`config.mk`:
```
export PLATFORM = sky130hd
export DESIGN_NAME = tpvt_front
export DESIGN_NICKNAME = d
export VERILOG_FILES = /design/src/design/tpvt_pkg.sv /design/src/design/tpvt_front.sv
export SDC_FILE = /design/constraint.sdc
export NUM_CORES = 1
export LEC_CHECK = 0
export ABC_AREA = 1
export BUFFER_PORTS_ARGS = -buffer_cell sky130_fd_sc_hd__buf_2
export CORE_MARGIN = 3
export CORE_UTILIZATION = 30
export CTS_CLUSTER_SIZE = 20
export DETAILED_ROUTE_END_ITERATION = 8
export PLACE_DENSITY = 0.46
export SYNTH_ARGS = -nofsm -noshare
export SYNTH_HDL_FRONTEND = slang
export SYNTH_SLANG_ARGS = --single-unit
```
`constraint.sdc`:
```
create_clock -name clk -period 9.7 [get_ports clk]
set_input_delay 0.485 -clock clk [delete_from_list [all_inputs] [get_ports clk]]
set_output_delay 0.485 -clock clk [all_outputs]
set_load 0.1 [all_outputs]
```
`src/design/tpvt_pkg.sv`:
```
// Shared types, constants and helpers of the text plane vertex transform.
// No dependencies; every module file imports this package.
`default_nettype none

package tpvt_pkg;

  localparam int COORD_BITS = 16;

  localparam int Q_DEPTH = 4;
  localparam int Q_AW    = $clog2(Q_DEPTH);

  localparam int CFG_AW = 6;

  localparam logic [2:0] REG_FACE    = 3'd0;
  localparam logic [2:0] REG_UP      = 3'd1;
  localparam logic [2:0] REG_ANCHOR  = 3'd2;
  localparam logic [2:0] REG_HWORLD  = 3'd3;
  localparam logic [2:0] REG_HPIXELS = 3'd4;

  localparam logic [15:0] HWORLD_RESET  = 16'd256;
  localparam logic [15:0] HPIXELS_RESET = 16'd256;

  localparam logic [1:0] ERR_NONE      = 2'd0;
  localparam logic [1:0] ERR_ZERO_FACE = 2'd1;
  localparam logic [1:0] ERR_ZERO_UP   = 2'd2;
  localparam logic [1:0] ERR_COLLINEAR = 2'd3;

  localparam logic signed [32:0] SAT_HI = 33'((64'sd1 <<< (COORD_BITS - 1)) - 64'sd1);
  localparam logic signed [32:0] SAT_LO = 33'(-(64'sd1 <<< (COORD_BITS - 1)));

  typedef struct packed {
    logic signed [15:0] local_x;
    logic signed [15:0] local_y;
    logic [15:0]        tex_u;
    logic [15:0]        tex_v;
    logic               last_vertex;
  } in_item_t;

  typedef struct packed {
    logic signed [15:0] world_x;
    logic signed [15:0] world_y;
    logic signed [15:0] world_z;
    logic [15:0]        tex_u_out;
    logic [15:0]        tex_v_out;
    logic [15:0]        world_scale;
    logic [1:0]         basis_error;
    logic               last_out;
  } out_item_t;

  typedef struct packed {
    in_item_t item;
    logic     first;
  } q_item_t;

  typedef struct packed {
    logic [47:0] face_vector;
    logic [47:0] up_vector;
    logic [47:0] anchor_point;
    logic [15:0] world_height;
    logic [15:0] height_pixels;
  } cfg_t;

  typedef struct packed {
    logic [2:0][15:0] right_axis;
    logic [2:0][15:0] up_axis;
    logic [15:0]      scale;
    logic [1:0]       status;
  } basis_t;

  typedef enum logic [3:0] {
    BS_IDLE, BS_SCALE, BS_DOT, BS_WVEC, BS_WCHK, BS_NLOAD, BS_NSHIFT,
    BS_NLEN, BS_NSQRT, BS_NDLOAD, BS_NDIV, BS_CPROD, BS_CRND, BS_DONE
  } bs_state_t;

  // One signed 16-bit component of a packed x,y,z vector.
  function automatic logic signed [15:0] comp3(input logic [47:0] v, input logic [1:0] k);
    logic signed [15:0] c;
    unique case (k)
      2'd0:    c = v[15:0];
      2'd1:    c = v[31:16];
      default: c = v[47:32];
    endcase
    return c;
  endfunction

  // Cyclic successor of a component index.
  function automatic logic [1:0] next3(input logic [1:0] k);
    logic [1:0] n;
    unique case (k)
      2'd0:    n = 2'd1;
      2'd1:    n = 2'd2;
      default: n = 2'd0;
    endcase
    return n;
  endfunction

endpackage

`default_nettype wire

```
`src/design/tpvt_front.sv`:
```
// Front end: accepts vertex beats, marks the first beat of each list and queues them.
// Depends on tpvt_pkg.
`default_nettype none

module tpvt_front import tpvt_pkg::*; (
  input  wire logic     clk,
  input  wire logic     rst_n,
  input  wire logic     in_valid,
  output logic          in_ready,
  input  wire in_item_t in_data,
  output logic          head_valid,
  output q_item_t       head,
  input  wire logic     pop
);

  q_item_t         q_r [Q_DEPTH];
  logic [Q_AW-1:0] wp_r, rp_r;
  logic [Q_AW:0]   cnt_r;
  logic            first_r;
  logic            push;

  assign in_ready   = (cnt_r != (Q_AW+1)'(Q_DEPTH));
  assign push       = in_valid && in_ready;
  assign head_valid = (cnt_r != '0);
  assign head       = q_r[rp_r];

  always_ff @(posedge clk) begin
    if (!rst_n) begin
      wp_r    <= '0;
      rp_r    <= '0;
      cnt_r   <= '0;
      first_r <= 1'b1;
    end else begin
      if (push) begin
        wp_r    <= wp_r + 1'b1;
        first_r <= in_data.last_vertex;
      end
      if (pop) begin
        rp_r <= rp_r + 1'b1;
      end
      priority if (push && !pop) begin
        cnt_r <= cnt_r + 1'b1;
      end else if (pop && !push) begin
        cnt_r <= cnt_r - 1'b1;
      end
    end
  end

  always_ff @(posedge clk) begin
    if (push) begin
      q_r[wp_r] <= '{item: in_data, first: first_r};
    end
  end

endmodule

`default_nettype wire

```
## Word-level counts from Yosys, hierarchy flattened

Memory sizes are Yosys's and may differ from the RTL's. A register that Yosys moved wholly into a read port is not among the register bits.
Index checks and enable logic that the tools add are counted.

| operators by class | value |
|---|---|
| reduce and logical (&&, ||, !) cells | 7 |
| multiplexer cells | 6 |
| eq/ne operators | 1 |
| $add $sub $neg | 4 |

Operator list:

| operator | count |
|---|---|
| 3-bit 2-to-1 mux | 2 |
| 2-bit by 1-bit adder with 2-bit output, second input constant | 2 |
| 2-bit 2-to-1 mux | 2 |
| 3-bit by 1-bit adder with 3-bit output, second input constant | 1 |
| 1-bit logical AND | 3 |
| 3-bit inequality test, second input constant | 1 |
| 3-bit nonzero test | 1 |
| 3-bit by 1-bit subtractor with 3-bit output, second input constant | 1 |
| 1-bit zero test | 2 |
| 1-bit 2-to-1 mux | 2 |
| 2-bit nonzero test | 1 |

| storage, ports and cells | value |
|---|---|
| output and inout port bits | 68 |
| bits in writable memories | 264 |
| flip-flop bits (word level) | 8 |
| memories | 1 |

Memories:

| memory | words | width | rd ports | clocked after memory_dff | write ports | line | RTL |
|---|---|---|---|---|---|---|---|
| q_r | 4 | 66 | 1 | 1 | 1 | tpvt_front.sv:16 | `q_item_t q_r [Q_DEPTH];` |

## Logic depth before layout (Yosys ltp)

| depth | value |
|---|---|
| word-level depth | 6 |
| mapped depth | 13 |

## Worst setup path before layout

No wires, ideal clock.

| path | value |
|---|---|
| kind | register -> register |
| from | reg cnt_r[0] |
| to | mem q_r[0][0] (netlist bit) (enable) |
| period minus slack after synthesis | 4,905 ps |
| data arrival time | 4,414 ps |
| cell stages (with the launch flop) | 5 |
| path buffers | 0 |
| path slack | 4,795 ps |
| cell sequence | dfxtp_1 inv_1 nand3_1 nand2_1 nor2_1 |

| on the way | value |
|---|---|
| longest elaborated chain between the ends | 4 |

RTL lines:

| element | line | RTL |
|---|---|---|
| start: declaration | tpvt_front.sv:18 | `logic [Q_AW:0] cnt_r;` |
| start signal: assignment | tpvt_front.sv:42 | `cnt_r <= cnt_r + 1'b1;` |
| start signal: assignment | tpvt_front.sv:44 | `cnt_r <= cnt_r - 1'b1;` |
| 3-bit inequality test | tpvt_front.sv:22 | `assign in_ready = (cnt_r != (Q_AW+1)'(Q_DEPTH));` |
| via in_ready | tpvt_front.sv:9 | `output logic in_ready,` |
| 1-bit logical AND | tpvt_front.sv:23 | `assign push = in_valid && in_ready;` |
| 1-bit 2-to-1 mux | tpvt_front.sv:50 | `if (push) begin` |
| 1-bit 2-to-1 mux (not written as such) | tpvt_front.sv:51 | `q_r[wp_r] <= '{item: in_data, first: first_r};` |
| end: declaration | tpvt_front.sv:16 |  |

The timed path passes the listed nets, and every way through them passes these cells.

==> impl_metrics.tcl <==
set metrics [dict create \
    grt_pass1_wl_um 37500 \
    die_w_um 196 \
    drv_slew 0 \
    via_per_inst 4.62 \
    finalCritPeriodShare 0.431 \
    grt.overflow.total 0 \
    wirelength_um 24300 \
    dr.pass1.iters 4 \
    clock_sinks 274 \
    fp-row-count 69 \
    setup_slack_ns 5.52 \
    post_cts_resized 0 \
    start_kind "register" \
    syn_inst 705 \
    hp-class "in -> reg" \
    setup_violations 0 \
    reg2reg_from "cnt_r[0]$_SDFFE_PN0P_" \
    syn_to_final_growth_pct 19.1 \
    yosys_register_bits 274 \
    maxCapViolCount 0 \
    clk_latency_ns 0.55 \
    final_layout_size_suffix_gt1_frac 0.337 \
    place_congestion 0.678 \
    detailed_place_hpwl_um 13600 \
    slew_headroom 0.277 \
    place_ws_ns 6.10 \
    min-delay-start "in_data[29]" \
    root_buffer "clkbuf_16" \
    fin_cells 1326 \
    rsz0062_at_grt "false" \
    timing.hold.ws_ns 0.148 \
    drtAntennaViolNets 0 \
    vdd_drop_max_v 0.000166 \
    port_buffers 136 \
    worst_slew_pin_slew_ns 1.09 \
    cts_tree "yes" \
    nets 916 \
    p_leak_nw 4.40 \
    syn-cell-area_um2 10900 \
    grt_use_total 0.125 \
    final.min_clock_period_ns 4.18 \
    syn_nets 780 \
    ios 137 \
    antenna_found_initial 3 \
    cts_buffers 29 \
    grt_start_max_net_pins 92 \
    regArea_um2 8130 \
    hold_viol 0 \
    wl_per_cell_um 18.3 \
    seq_area_frac_synth 0.747 \
    start_util 0.305 \
    clock_skew_ns 0.00901 \
    nFillCells 3449 \
    drt_iter0_markers 337 \
    yosys_warnings 0 \
    drc 0 \
    path_clk_slew_ns 0.06 \
    die_area_um2 38600 \
    cp.required_ns 9.22 \
    grt_pass1_vias 6193 \
    multi_input_area_um2 2420 \
    worstSetupPathType "reg -> out" \
    outcome "finished clean" \
    crit_fanout 91 \
    num_vias 6122 \
    cts_max_level 1 \
    cp-end-kind "primary output" \
    core_um2 35700 \
    cts_hold_buf 0 \
    total_power_mw 3.17 \
    synth_cell_types 25 \
    cts_max_path_buffers 3 \
    die_h_um 196 \
    max_freq_ghz 0.239 \
    cellPowerDensity_nw_per_um2 244 \
    fin_setup_tns_ns 0 \
    place_inst 1271 \
    cts_setup_buffers 0 \
    avgSynthCellArea_um2 15.4 \
    worst-endpoint-arrival_ns 3.69 \
]
[metrics by stage]
step	cell area (um^2)	utilization
detailed placement	12000	0.336
floorplan	10900	-
CTS	13000	0.363
finish	13000	0.363
global route	13000	0.363
global placement	12000	0.336
[critical path, cell delays in order, from the launching register on]
cell	delay, ns
dfxtp_4	0.55
inv_6	0.76
buf_4	0.78
o21ai_0	0.16
o22ai_1	0.19
buf_2	0.46
[Yosys cell counts]
master / number / share of area
a21oi_1: 5 / 0.0023
buf_12: 5 / 0.0092
buf_2: 9 / 0.0041
buf_4: 1 / 0.00069
buf_6: 5 / 0.0052
clkbuf_1: 22 / 0.0076
dfxtp_1: 10 / 0.018
edfxtp_1: 264 / 0.73
fa_1: 1 / 0.0018
ha_1: 5 / 0.0057
inv_1: 16 / 0.0055
inv_2: 1 / 0.00034
inv_6: 1 / 0.00081
nand2_1: 9 / 0.0031
nand3_1: 6 / 0.0028
nand3b_1: 1 / 0.00069
nand4_1: 1 / 0.00058
nor2_1: 95 / 0.033
nor2_2: 6 / 0.0035
nor2_4: 40 / 0.041
o21ai_0: 122 / 0.056
o21ai_1: 10 / 0.0046
o21ai_2: 4 / 0.0032
o22ai_1: 26 / 0.015
o22ai_2: 40 / 0.046
[state kept, by name (all words and copies together), names as in the netlist, named ones only]
signal / flops
rp_r: 2
q_r: 264
wp_r: 2
first_r: 1
cnt_r: 3
[cell usage in the layout (no fill, tap or decap), drive strengths merged]
| master | synthesis | layout |
|---|---|---|
| nand3 | 6 | 6 |
| o22ai | 66 | 66 |
| diode | 0 | 1 |
| dfxtp | 10 | 10 |
| clkinv | 0 | 9 |
| inv | 18 | 18 |
| ha | 5 | 5 |
| buf | 20 | 147 |
| nand2 | 9 | 9 |
| nand4 | 1 | 1 |
| o21ai | 136 | 136 |
| edfxtp | 264 | 264 |
| fa | 1 | 1 |
| clkbuf | 22 | 42 |
| a21oi | 5 | 5 |
| bufinv | 0 | 3 |
| nand3b | 1 | 1 |
| nor2 | 141 | 141 |
[path summary, 6_finish.rpt]
check        slack (ns)  depth (start not counted)                   end
min reg2reg        0.43                          1              register
min                0.15                          1  q_r[0][30]$_DFFE_PP_
max                5.52                          5              head[63]
max reg2reg        6.84                          5  q_r[0][23]$_DFFE_PP_
[area by class of cell]
class / count / share of cell area
Antenna cell: 1 / 0.000193
Clock buffer: 42 / 0.0652
Clock inverter: 12 / 0.0114
Inverter: 18 / 0.00570
Multi-Input combinational cell: 371 / 0.187
Sequential cell: 274 / 0.628
Tap cell: 461 / 0.0445
Timing Repair Buffer: 147 / 0.0589
[layer usage]
| layer | vias up | global-route usage | routed length [um] |
|---|---|---|---|
| met4 | 4 | 0.0333 | 484 |
| met2 | 102 | 0.211 | 11900 |
| li1 | 2914 | - | - |
| met5 | - | 0 | 27 |
| met3 | 36 | 0.0248 | 998 |
| met1 | 3066 | 0.165 | 10900 |
[cell families after synthesis]
logic type,after synthesis,synth area share
DFF,274,0.747
AOI/OAI and AO/OA,207,0.127
and+or+nand+nor,158,0.0848
buffers and inverters,60,0.0335
adders and majority gates,6,0.00759
[power breakdown]
group / internal [mW] / switching [mW]
sequential: 1.39 / 0.0251
clock: 0.683 / 0.443
combinational: 0.103 / 0.527
(Power assumes the default switching activity.)
